==> src/sv/tpd_pkg.sv <==
`default_nettype none

package tpd_pkg;

    // element formats
    localparam logic [1:0] ELEM_FP32 = 2'd0;
    localparam logic [1:0] ELEM_BF16 = 2'd1;
    localparam logic [1:0] ELEM_HALF = 2'd2;

    // end status codes
    localparam logic [1:0] STATUS_NONE    = 2'd0;
    localparam logic [1:0] STATUS_OK      = 2'd1;
    localparam logic [1:0] STATUS_CRC_ERR = 2'd2;
    localparam logic [1:0] STATUS_PARTIAL = 2'd3;

    // configuration register indexes
    localparam logic [1:0] CFG_ELEM_TYPE    = 2'd0;
    localparam logic [1:0] CFG_EXPECTED_CRC = 2'd1;
    localparam logic [1:0] CFG_CHECK_CRC    = 2'd2;

    // crc-32, reflected
    localparam logic [31:0] CRC_POLY = 32'hedb8_8320;
    localparam logic [31:0] CRC_INIT = 32'hffff_ffff;

    // half to single widening
    localparam logic [31:0] EXP_ALL_ONES = 32'h7f80_0000;
    localparam logic [7:0]  HALF_BIAS_ADJ = 8'd112;

    typedef logic [31:0] t_word;

endpackage

`default_nettype wire

==> src/sv/tensor_payload_decoder_top.sv <==
`default_nettype none

// tensor payload decoder: takes one payload byte per transfer, runs crc-32
// (reflected, poly 0xedb88320, init all ones, final inversion) over every
// byte and packs bytes little-endian into elements of the configured format
// (fp32 passed through, bfloat16 shifted up, ieee half widened exactly to
// fp32). a result transfer comes out when an element completes, when the
// byte flagged last arrives, or both; on the last byte end_status reports ok,
// crc mismatch (wins over a partial element) or a dropped trailing partial
// element, and the crc, element buffer and byte count go back to reset.
// sustained rate is one byte per clock while the result register is not held
// by a stall; a byte passes from the input register through the crc/convert
// logic into the result register, which loads only when it is empty or being
// drained. configuration is taken on any cycle but must
// only be written while the block is idle; o_cfg_ready is always high.

module tensor_payload_decoder_top
    import tpd_pkg::*;
(
    input  wire logic        i_clk,
    input  wire logic        i_rst_n,

    // configuration write channel
    input  wire logic        i_cfg_valid,
    output logic             o_cfg_ready,
    input  wire logic [1:0]  i_cfg_index,
    input  wire logic [31:0] i_cfg_data,

    // byte input channel
    input  wire logic        i_in_valid,
    output logic             o_in_stall,
    input  wire logic [7:0]  i_data_byte,
    input  wire logic        i_last_byte,

    // result channel
    output logic             o_out_valid,
    input  wire logic        i_out_stall,
    output logic [31:0]      o_value_bits,
    output logic             o_value_present,
    output logic             o_payload_end,
    output logic [1:0]       o_end_status
);

    // configuration registers
    logic [1:0]  r_elem_type;
    logic [31:0] r_expected_crc;
    logic        r_check_crc;

    // input register
    logic        r_in_valid;
    logic [7:0]  r_data;
    logic        r_last;

    // payload state
    logic [31:0] r_crc,     n_crc;
    logic [23:0] r_partial, n_partial;
    logic [1:0]  r_pos,     n_pos;

    // result register
    logic        r_out_valid;
    logic [31:0] r_value;
    logic        r_present;
    logic        r_end;
    logic [1:0]  r_status;

    logic        advance;
    logic [31:0] crc_next;
    logic [31:0] word;
    logic        complete;
    t_word       conv_value;
    logic [1:0]  status;

    assign o_cfg_ready = 1'b1;

    // result register frees up when empty or being drained this cycle
    assign advance    = !r_out_valid || !i_out_stall;
    assign o_in_stall = r_in_valid && !advance;

    always_ff @(posedge i_clk) begin
        if (!i_rst_n) begin
            r_elem_type    <= ELEM_FP32;
            r_expected_crc <= 32'd0;
            r_check_crc    <= 1'b0;
        end else if (i_cfg_valid && o_cfg_ready) begin
            case (i_cfg_index)
                CFG_ELEM_TYPE:    r_elem_type    <= i_cfg_data[1:0];
                CFG_EXPECTED_CRC: r_expected_crc <= i_cfg_data;
                CFG_CHECK_CRC:    r_check_crc    <= i_cfg_data[0];
                default:          ;
            endcase
        end
    end

    // input register
    always_ff @(posedge i_clk) begin
        if (!i_rst_n) begin
            r_in_valid <= 1'b0;
        end else if (!o_in_stall) begin
            r_in_valid <= i_in_valid;
        end
    end

    always_ff @(posedge i_clk) begin
        if (i_in_valid && !o_in_stall) begin
            r_data <= i_data_byte;
            r_last <= i_last_byte;
        end
    end

    tpd_crc8 u_crc (
        .i_crc  (r_crc),
        .i_byte (r_data),
        .o_crc  (crc_next)
    );

    // new byte lands at its little-endian slot
    assign word = {8'd0, r_partial} | ({24'd0, r_data} << {r_pos, 3'b000});

    // fp32 needs four bytes, the 16-bit formats two
    assign complete = (r_elem_type == ELEM_FP32) ? (r_pos == 2'd3) : (r_pos != 2'd0);

    tpd_convert u_conv (
        .i_elem_type (r_elem_type),
        .i_word      (word),
        .o_value     (conv_value)
    );

    always_comb begin
        if (!r_last) begin
            status = STATUS_NONE;
        end else if (r_check_crc && (~crc_next != r_expected_crc)) begin
            status = STATUS_CRC_ERR;
        end else if (!complete) begin
            status = STATUS_PARTIAL;
        end else begin
            status = STATUS_OK;
        end
    end

    // next payload state, back to reset after the last byte
    always_comb begin
        n_crc     = r_crc;
        n_partial = r_partial;
        n_pos     = r_pos;
        if (r_in_valid && advance) begin
            if (r_last) begin
                n_crc     = CRC_INIT;
                n_partial = 24'd0;
                n_pos     = 2'd0;
            end else begin
                n_crc = crc_next;
                if (complete) begin
                    n_partial = 24'd0;
                    n_pos     = 2'd0;
                end else begin
                    n_partial = word[23:0];
                    n_pos     = r_pos + 2'd1;
                end
            end
        end
    end

    always_ff @(posedge i_clk) begin
        if (!i_rst_n) begin
            r_crc     <= CRC_INIT;
            r_partial <= 24'd0;
            r_pos     <= 2'd0;
        end else begin
            r_crc     <= n_crc;
            r_partial <= n_partial;
            r_pos     <= n_pos;
        end
    end

    // result register, only bytes that finish an element or end the payload
    always_ff @(posedge i_clk) begin
        if (!i_rst_n) begin
            r_out_valid <= 1'b0;
        end else if (advance) begin
            r_out_valid <= r_in_valid && (complete || r_last);
        end
    end

    always_ff @(posedge i_clk) begin
        if (advance) begin
            r_value   <= complete ? conv_value : 32'd0;
            r_present <= complete;
            r_end     <= r_last;
            r_status  <= status;
        end
    end

    assign o_out_valid     = r_out_valid;
    assign o_value_bits    = r_value;
    assign o_value_present = r_present;
    assign o_payload_end   = r_end;
    assign o_end_status    = r_status;

endmodule

`default_nettype wire

==> src/sv/tpd_crc8.sv <==
`default_nettype none

module tpd_crc8
    import tpd_pkg::*;
(
    input  wire logic [31:0] i_crc,
    input  wire logic [7:0]  i_byte,
    output logic      [31:0] o_crc
);

    // eight bit steps of the reflected shift register, unrolled
    always_comb begin
        logic [31:0] c;
        c = i_crc ^ {24'd0, i_byte};
        for (int k = 0; k < 8; k++) begin
            c = {1'b0, c[31:1]} ^ (c[0] ? CRC_POLY : 32'd0);
        end
        o_crc = c;
    end

endmodule

`default_nettype wire

==> src/sv/tpd_convert.sv <==
`default_nettype none

module tpd_convert
    import tpd_pkg::*;
(
    input  wire logic [1:0]  i_elem_type,
    input  wire logic [31:0] i_word,
    output t_word            o_value
);

    logic        s;
    logic [4:0]  e;
    logic [9:0]  m;
    logic [3:0]  msb;
    logic [3:0]  shift;
    logic [9:0]  m_norm;
    logic [7:0]  ex_sub;
    t_word       half_value;

    assign s = i_word[15];
    assign e = i_word[14:10];
    assign m = i_word[9:0];

    // position of the leading one of a subnormal mantissa
    always_comb begin
        msb = 4'd0;
        for (int i = 0; i < 10; i++) begin
            if (m[i]) begin
                msb = 4'(i);
            end
        end
    end

    assign shift  = 4'd10 - msb;
    assign m_norm = 10'(m << shift);
    assign ex_sub = 8'd113 - {4'd0, shift};

    always_comb begin
        if (e == 5'd0) begin
            if (m == 10'd0) begin
                half_value = {s, 31'd0};
            end else begin
                half_value = {s, ex_sub, m_norm, 13'd0};
            end
        end else if (e == 5'h1f) begin
            half_value = {s, 31'd0} | EXP_ALL_ONES | {9'd0, m, 13'd0};
        end else begin
            half_value = {s, 8'({3'd0, e} + HALF_BIAS_ADJ), m, 13'd0};
        end
    end

    always_comb begin
        case (i_elem_type)
            ELEM_FP32: o_value = i_word;
            ELEM_BF16: o_value = {i_word[15:0], 16'd0};
            default:   o_value = half_value;
        endcase
    end

endmodule

`default_nettype wire

==> config.mk <==
export PLATFORM = sky130hd
export DESIGN_NAME = tensor_payload_decoder_top
export DESIGN_NICKNAME = d
export VERILOG_FILES = /design/src/sv/tpd_pkg.sv /design/src/sv/tensor_payload_decoder_top.sv /design/src/sv/tpd_crc8.sv /design/src/sv/tpd_convert.sv
export SDC_FILE = /design/constraint.sdc
export NUM_CORES = 1
export LEC_CHECK = 0
export ABC_AREA = 1
export BUFFER_PORTS_ARGS = -buffer_cell sky130_fd_sc_hd__buf_2
export CORE_MARGIN = 4
export CORE_UTILIZATION = 45
export DETAILED_ROUTE_END_ITERATION = 12
export PLACE_DENSITY_LB_ADDON = 0.3
export SYNTH_ARGS = -nofsm -noshare
export SYNTH_HDL_FRONTEND = slang
export SYNTH_SLANG_ARGS = --single-unit
==> constraint.sdc <==
create_clock -name i_clk -period 3.6 [get_ports i_clk]
set_input_delay 0.18 -clock i_clk [delete_from_list [all_inputs] [get_ports i_clk]]
set_output_delay 0.18 -clock i_clk [all_outputs]
set_load 0.005 [all_outputs]
Word-level counts from Yosys, hierarchy flattened
Index checks and enable logic that the tools add are counted.

Bits in registers: 140. Input bits: 48. Output and inout port bits: 39. Word-level logic and storage cells: 89.

$add $sub $neg: 4. Equal/unequal tests: 6. Shift operators: 2. Mux-type cells: 29. Bitwise gates (word level): 13. Reduce and logical (&&, ||, !) cells: 20.

Operator list (number): two-way mux 32 bit (11); XOR 31 x 32 -> 32 bit (8); one-hot mux 32 bit (2 select lines) (1); two-way mux 24 bit (2); two-way mux 4 bit (8); inequality test 32 bit (1); inverter 32 bit (1); OR 24 x 32 -> 32 bit (1); OR 32 x 23 -> 32 bit (1); << shifter 8 x 5 -> 32 bit (1); XOR 32 x 8 -> 32 bit (1); two-way mux 31 bit (1); logical NOT 10 bit (1); << shifter 10 x 4 -> 10 bit (1); adder 5 x 7 -> 8 bit, second input constant (1); two-way mux 2 bit (4); subtractor 7 x 4 -> 8 bit, first input constant (1); AND reduction 2 bit (3); == test 5 bit, second input constant (1); logical AND 1 bit (5); logical NOT 5 bit (1); == test 2 x 1 -> 1 bit, second input constant (2); == test 2 bit, second input constant (2); logical NOT 1 bit (4); other kinds (8) (11).

Depth between registers and ports, before layout
Gate-level depths: netlist (run 1).

Depth after elaboration: 21. Gate-level depth with buffers: 27. Gate-level depth less buffers: 24.

Modules after synthesis
A second synthesis (run 1) with hierarchy kept.

Cell total of the unflattened synthesis: 1184. Area total of the unflattened synthesis: 8438.1 sq um.

Modules (own cells, without submodules): tensor_payload_decoder_top (times used 1, cells each 736, area each 6085.8 sq um); tpd_crc8 (times used 1, cells each 221, area each 1263.7 sq um); tpd_convert (times used 1, cells each 227, area each 1088.5 sq um).

Least setup slack after synthesis (run 1)
Ideal clock, no wire load.

Path kind: reg-to-reg. From: register r_pos[0]. To: register r_value[21], in the netlist o_value_bits[21], data pin. Setup time: 0.260 ns. Data arrival time: 2.717 ns. Slack: 0.623 ns. Cell stages (with the launch flop): 28. Cells stage by stage: dfxtp_1 > buf_4 > inv_2 > buf_6 > nand3_1 > nand2_1 > inv_2 > nand2_1 > nand2_1 > nand2_1 > nand2_1 > nand2_1 > nand2_2 > nand2_2 > buf_4 > ha_1 > clkbuf_1 > inv_1 > nor2_4 > o211ai_1 > nand2_1 > inv_1 > nand2_1 > nand2_1 > nand2_1 > nand2_1 > nand2_1 > a21oi_1.

Word-level cells in the longest chain between the ends: 16.

RTL lines: from (decl) (line tensor_payload_decoder_top.sv:57) `logic [1:0] r_pos, n_pos;`; from (signal assigned) (line tensor_payload_decoder_top.sv:171) `r_pos <= n_pos;`; << shifter 8 x 5 -> 32 bit (line tensor_payload_decoder_top.sv:117) `assign word = {8'd0, r_partial} | ({24'd0, r_data} << {r_pos, 3'b000});`; OR 24 x 32 -> 32 bit (line tensor_payload_decoder_top.sv:117); two-way mux 1 bit (line tpd_convert.sv:28) `if (m[i]) begin`; two-way mux 4 bit (8 in series) (line tpd_convert.sv:28); subtractor 4 bit (line tpd_convert.sv:34) `assign shift = 4'd10 - msb;`; << shifter 10 x 4 -> 10 bit (line tpd_convert.sv:35) `assign m_norm = 10'(m << shift);`; two-way mux 31 bit (line tpd_convert.sv:40) `if (m == 10'd0) begin`; two-way mux 32 bit (line tpd_convert.sv:39) `if (e == 5'd0) begin`; one-hot mux 32 bit (2 select lines) (line tpd_convert.sv:53) `case (i_elem_type)`; to (signal assigned) (line tensor_payload_decoder_top.sv:186) `r_value <= complete ? conv_value : 32'd0;`; to (decl) (line tensor_payload_decoder_top.sv:61) `logic [31:0] r_value;`.

Parallel ways exist; a longest one is shown, timed or not. A chain may end at the register's enable or synchronous reset.

Worst setup path after layout (run 1)
From: register r_pos[0]. To: register r_value[20], in the netlist o_value_bits[20], data pin.

The elaborated chain is that of the path after synthesis.

==> results of run 1 <==
-- per-layer routing --
metal | vias up | global-route usage [%] | part of all wire, %
li1 | 3419 | - | -
met1 | 3189 | 32.59 | 48
met2 | 270 | 32.81 | 43
met3 | 38 | 4.800 | 6.8
met4 | 0 | 7.800 | 2.2
met5 | - | 0 | 0
-- cell usage after synthesis (4+ instances only) --
cell and instances:
nand2_1 238, dfxtp_1 95, nor2_1 95, inv_1 86, o21ai_0 71, a21oi_1 62, nand3_1 50, xor2_1 50
edfxtp_1 45, clkbuf_1 32, o22ai_1 29, xnor2_1 25, a31oi_1 9, inv_2 9, nand2_2 9, o21bai_1 7
nand2_4 6, nor3_1 6, or2_2 5, buf_4 4, nand3b_1 4, o21ai_1 4, xnor2_4 4
-- cell families (layout without fill, tap and decap cells) --
| kind of cell | count (synthesis) | count (layout) |
|---|---|---|
| xor gates and xnor gates | 85 | 85 |
| other | 1 | 1 |
| and+or+nand+nor | 425 | 425 |
| buffers and inverters | 140 | 248 |
| adders and majority gates | 3 | 3 |
| DFF | 140 | 140 |
| AOI/OAI and AO/OA | 195 | 195 |
-- what timing repair did --
| item | 4_1_cts | 5_1_grt |
|---|---|---|
| setup endpoints to repair | 0 | 0 |
| endpoints found under the hold margin | 16 | 0 |
| hold buffers | 16 | 0 |
| setup buffers | 0 | 0 |
-- report_power, final --
part	total [uW]	internal, uW	leakage (uW)	switching, uW
sequential	1750	1690	0.00129	52.6
clock	1880	1170	0.000316	711
combinational	1210	441	0.00236	767
total	4830	3300	0.00397	1530
-- worst max-delay path by stage --
stage                                           endpoint  slack, ns  cells after the start
after floorplan           o_value_bits[21]$_SDFFCE_PP0N_       0.62                     27
after global placement    o_value_bits[20]$_SDFFCE_PP0N_       0.60                     20
after detailed placement  o_value_bits[17]$_SDFFCE_PP0N_       0.57                     21
after CTS                 o_value_bits[17]$_SDFFCE_PP0N_       0.55                     21
after global routing      o_value_bits[17]$_SDFFCE_PP0N_       0.16                     21
final                     o_value_bits[20]$_SDFFCE_PP0N_       0.54                     22
-- through the flow --
stage / power, uW / instances / util [%] / instance area, sq um
2_1_floorplan: 2656 / 989 / - / 7650
3_3_place_gp: 2958 / 1269 / 49.81 / 8289
3_5_place_dp: 2951 / 1269 / 49.81 / 8289
4_1_cts: 4830 / 1317 / 54.60 / 9086
5_1_grt: 5060 / 1317 / 54.60 / 9086
6_report: 4832 / 1317 / 54.60 / 9086
-- cell usage in the layout (no fill, tap or decap), types with 9 or more instances in the layout --
master         Yosys  routed
dlygate4sd3_1      0      16
nand2_2            9       9
inv_1             86      86
buf_4              4      17
clkbuf_16          0      20
o21ai_0           71      71
buf_2              1      85
inv_2              9       9
nand2_1          238     238
nand3_1           50      50
xor2_1            50      50
edfxtp_1          45      45
a21oi_1           62      62
nor2_1            95      95
o22ai_1           29      29
dfxtp_1           95      95
xnor2_1           25      25
a31oi_1            9       9
-- layout make-up --
| cell class | instances | share of cell area, % |
|---|---|---|
| Sequential cell | 140 | 35.80 |
| Inverter | 98 | 4.048 |
| Clock inverter | 11 | 1.349 |
| Tap cell | 220 | 3.029 |
| Multi-Input combinational cell | 709 | 42.26 |
| Clock buffer | 21 | 5.660 |
| Timing Repair Buffer | 118 | 7.849 |
-- flip-flops by register name, summed over array words and instances (netlist names) --
register         flops
r_data               8
r_expected_crc      32
r_in_valid           1
r_elem_type          2
r_pos                2
o_out_valid          1
r_crc               32
o_end_status         2
r_partial           24
o_payload_end        1
o_value_present      1
r_check_crc          1
r_last               1
o_value_bits        32
-- critical path, delay by kind of cell, from the launching register on --
family / cells / cell delay [ns]
compound gates: 2 / 0.23
xor+xnor: 1 / 0.21
fa+ha+maj: 1 / 0.24
buf+inv: 2 / 0.38
flops: 1 / 0.33
simple gates: 16 / 1.40
==> impl_metrics.json, run 1 <==
{
  "outcome": "finished clean",
  "ys.warnings.count": 0,
  "fp.dieArea_sq_mm": 0.01915,
  "setup_tns_ns": 0,
  "ys_types": 46,
  "cts_buffers": 17,
  "muxShareOfSynthArea_pct": 0,
  "crit_chain": "inv_2 > nand3_1 > nand2_1 > inv_1 > nand2_1 > nand2_1 > nand2_1 > nand2_1 > nand2_1 > nand2_1 > nand2_2 > nand2_2 > ha_1 > xnor2_4 > nor2_4 > nand3_1 > nand2_1 > a21oi_1 > nand2_1 > nand2_1 > a21oi_1 > nor2_1",
  "rsz0062_at_grt": "false",
  "vias": 6916,
  "timing.hold.ws_ns": 0.008316,
  "multi_input_area_sq_mm": 0.003840,
  "num_io_pins": 87,
  "clock-sinks": 140,
  "dp_worst_setup_slack_ns": 0.5711,
  "synth-compound-area-share_pct": 14.31,
  "syn_area_per_cell_sq_um": 7.735,
  "gp_congestion": 0.8982,
  "rows": 47,
  "nets": 1135,
  "hold_class": "input pin to flop",
  "cts_resized": 0,
  "crit_type": "flop to flop",
  "cts_buffer_depth": 2,
  "ys_ff_latch": 140,
  "syn_inst": 989,
  "grt_overflow": 0,
  "routed_wl_microns": 21480,
  "antenna_found_initial": 0,
  "finalSetupViolations": 0,
  "slew_headroom_pct": 31.79,
  "min_period_ns": 3.063,
  "yosys.area_share.xor_xnor_pct": 11.60,
  "hold_depth": 3,
  "avgViaCountPerCell": 5.251,
  "synth_edf_count": 45,
  "synth_top_area_share_pct": 24.86,
  "timing.rr.start": "r_pos[0]$_SDFFE_PN0P_",
  "grt_pass1_wl_microns": 34530,
  "grt_pass1_vias": 6498,
  "synthSimpleGateAreaFrac_pct": 23.75,
  "hp-start": "i_cfg_data[7]",
  "end_kind": "flop",
  "drtIter0Drc": 773,
  "cp_data_arrival_time_ns": 3.23,
  "htreeDepth": 4,
  "leakage_uw": 0.003969,
  "hpwl_microns": 15620,
  "synth_area_leaders": "dfxtp_1, edfxtp_1, nand2_1",
  "hold_path_end": "r_expected_crc[7]$_SDFFE_PN0P_",
  "synth_top_family_by_area": "simple AND/OR/NAND/NOR gates",
  "initial_core_util_pct": 45.97,
  "reg2reg_to": "o_value_bits[20]$_SDFFCE_PP0N_",
  "cts_root_buf": "clkbuf_16",
  "ir_drop_uv": 356.2,
  "async_flop_share_pct": 0,
  "max_cap_violations": 0,
  "grtUsageTotal_pct": 22.36,
  "ff2ff_path_depth": 22,
  "cp_slowest_cell": "dfxtp_1",
  "postRouteAntennaNets": 0,
  "cts.clk_slew.worst_paths_ns": 0.06,
  "drc": 0,
  "critPathLaunchType": "flop",
  "grt_max_degree": 69,
  "antennaDiodeCount": 0,
  "report.final.slew_viol_count": 0,
  "synth_top_cell_by_area": "dfxtp_1",
  "syn_area_sq_mm": 0.007650,
  "io_buffers": 85,
  "cp_common_cell": "nand2_1",
  "max_freq_ghz": 0.3264,
  "worst-path-max-fanout": 20,
  "finClkSkew_ns": 0.01333,
  "startpoint": "r_pos[0]$_SDFFE_PN0P_",
  "routedWlPerCell_microns": 16.31,
  "finalCritPeriodShare_pct": 85.09,
  "rrSetupSlack_ns": 0.54,
  "area.growth.synth_to_final_pct": 18.78,
  "fp.dieW_microns": 138.4,
  "n_fill_cell": 1562,
  "synthFlopType": "dfxtp_1",
  "core_sq_mm": 0.01664,
  "powerDensity_mw_per_mm2": 531.8,
  "syn_nets": 1040,
  "max_stage_delay_ns": 0.33,
  "worst_slew_pin_slew_ns": 1.012,
  "cts_tree": "yes",
  "critPathRequiredTime_ns": 3.77,
  "synthAdderAreaFrac_pct": 0.4907,
  "insertion_delay_ns": 0.43,
  "hold_violations": 0,
  "fp.dieH_microns": 138.4,
  "regArea_sq_mm": 0.003253,
  "layout-drive-gt1-share_pct": 16.86,
  "fin_ws_ns": 0.5366,
  "dr.pass1.iters": 5,
  "ys_seq_area_share_pct": 42.53
}
Note: power is estimated with default switching activity, not from simulation.
==> run 2: changes to the inputs <==
- clock period: 3.6 -> 3.4 ns (I/O delays scaled with it)
==> impl_metrics.json, run 2 (synthesis gave the netlist of run 1 again) <==
{
  "routed_wl_microns": 21570,
  "fp.dieArea_sq_mm": 0.01915,
  "cts_buffers": 17,
  "powerDensity_mw_per_mm2": 552.7,
  "fp.dieW_microns": 138.4,
  "max_cap_violations": 0,
  "cts_root_buf": "clkbuf_16",
  "cts.clk_slew.worst_paths_ns": 0.06,
  "gp_congestion": 0.9727,
  "vias": 6995,
  "dp_worst_setup_slack_ns": 0.4748,
  "report.final.slew_viol_count": 0,
  "grt_pass1_vias": 6414,
  "routedWlPerCell_microns": 16.18,
  "finClkSkew_ns": 0.008280,
  "postRouteAntennaNets": 0,
  "hpwl_microns": 15560,
  "htreeDepth": 4,
  "power_switching_uw": 1651,
  "p_int_uw": 3434,
  "antenna_found_initial": 0,
  "avgViaCountPerCell": 5.248,
  "timing.rr.start": "r_pos[1]$_SDFFE_PN0P_",
  "leakage_uw": 0.004032,
  "hold_depth": 3,
  "cts_buffer_depth": 2,
  "min_period_ns": 2.990,
  "final_util_pct": 55.28,
  "grt_overflow": 0,
  "grt_pass1_wl_microns": 34290,
  "end_kind": "flop",
  "seq_power_share_pct": 36.3,
  "finalSetupViolations": 0,
  "slew_headroom_pct": 42.51,
  "layout-drive-gt1-share_pct": 17.43,
  "drtIter0Drc": 663,
  "p_sw_share_pct": 32.47,
  "worst_slew_pin_slew_ns": 0.8571,
  "initial_core_util_pct": 45.97,
  "cts_resized": 0,
  "comb_power_share_pct": 25.6,
  "fp.dieH_microns": 138.4,
  "post_cts_buffers": 0,
  "clock-sinks": 140,
  "max_freq_ghz": 0.3345,
  "critPathRequiredTime_ns": 3.58,
  "timing.hold.ws_ns": 0.005804,
  "mostFrequentLayoutCell": "nand2_1",
  "area.growth.synth_to_final_pct": 20.26,
  "hold_violations": 0,
  "ff2ff_path_depth": 19,
  "grt_max_degree": 69,
  "outcome": "finished clean",
  "worst-path-max-fanout": 16,
  "rows": 47,
  "mostFrequentLayoutCells": "nand2_1, nor2_1, dfxtp_1",
  "num_io_pins": 87,
  "io_buffers": 85,
  "ir_drop_uv": 373.9,
  "rsz0062_at_grt": "false",
  "reg2reg_to": "o_value_bits[17]$_SDFFCE_PP0N_",
  "antennaDiodeCount": 0,
  "hold_class": "input pin to flop",
  "drc": 0,
  "grtUsageTotal_pct": 22.22,
  "rrSetupSlack_ns": 0.41,
  "critPathLaunchType": "flop",
  "core_sq_mm": 0.01664,
  "critPathCapture": "o_value_bits[17]$_SDFFCE_PP0N_",
  "insertion_delay_ns": 0.43,
  "cp_data_arrival_time_ns": 3.17,
  "hold_buffers": 23,
  "fin_ws_ns": 0.4102,
  "pwr-share-clk_pct": 38.1,
  "startpoint": "r_pos[1]$_SDFFE_PN0P_",
  "cts_tree": "yes",
  "dr.pass1.iters": 5,
  "nets": 1151,
  "crit_type": "flop to flop",
  "setup_tns_ns": 0,
  "finalCritPeriodShare_pct": 87.93
}
[run 2: cell count changes in the layout (fill, tap and decap cells not counted), sizes merged]
cell / change
inv: +3
buf: +9
clkinvlp: -1
clkbuf: -2
dlygate4sd3: +7
[run 2: per-layer routing]
metal  up-vias  wire length (microns)  track usage, %
li1       3449                      -               -
met1      3232                  10040           32.74
met2       280                   9509           33.09
met3        34                   1663           4.109
met4         0                    356           6.968
met5         -                      0               0
[run 2: layout make-up]
type	count	area, sq um
flip-flops and latches	140	3253
clock inverters	13	148.9
fillers	1528	7442
well taps	220	275.3
inverters	98	367.9
clock buffers	19	464.2
multi-input cells	709	3840
repair buffers	134	850.8
[run 2: per-stage QoR]
step | area, sq um | instances | power (uW)
6_report | 9200 | 1333 | 5085
5_1_grt | 9200 | 1333 | 5326
4_1_cts | 9200 | 1333 | 5086
3_5_place_dp | 8357 | 1278 | 3134
3_3_place_gp | 8357 | 1278 | 3136
2_1_floorplan | 7650 | 989 | 2812
[run 2: worst min-delay path by stage]
stage                   start                        endpoint  slack (ns)
5_1_grt         i_cfg_data[8]  r_expected_crc[8]$_SDFFE_PN0P_        0.03
4_1_cts         i_cfg_data[8]  r_expected_crc[8]$_SDFFE_PN0P_      0.0003
6_report        i_cfg_data[8]  r_expected_crc[8]$_SDFFE_PN0P_       0.006
3_5_place_dp   i_data_byte[3]             r_data[3]$_DFFE_PP_        0.35
3_3_place_gp   i_data_byte[3]             r_data[3]$_DFFE_PP_        0.35
2_1_floorplan  i_data_byte[0]             r_data[0]$_DFFE_PP_        0.27
[run 2: power by group through the flow]
stage          sequential, uW  clock (uW)  combinational (uW)
2_1_floorplan            1870           0                 947
3_3_place_gp             1880           0                1260
3_5_place_dp             1880           0                1250
4_1_cts                  1850        1950                1290
5_1_grt                  1850        2030                1440
6_report                 1850        1940                1300
[run 2: worst max-delay path, cell delays in order (launching register included)]
cell	delay, ns
dfxtp_1	0.35
inv_2	0.23
nand3_1	0.12
nand2_1	0.09
inv_1	0.14
nand2_1	0.10
nand2_1	0.05
nand2_1	0.06
nand2_1	0.07
nand2_2	0.12
nand2_2	0.07
ha_1	0.24
xnor2_4	0.33
inv_1	0.13
nor2_1	0.16
nor2_1	0.07
o21ai_0	0.07
o22ai_1	0.11
a21oi_1	0.14
nor2_1	0.06
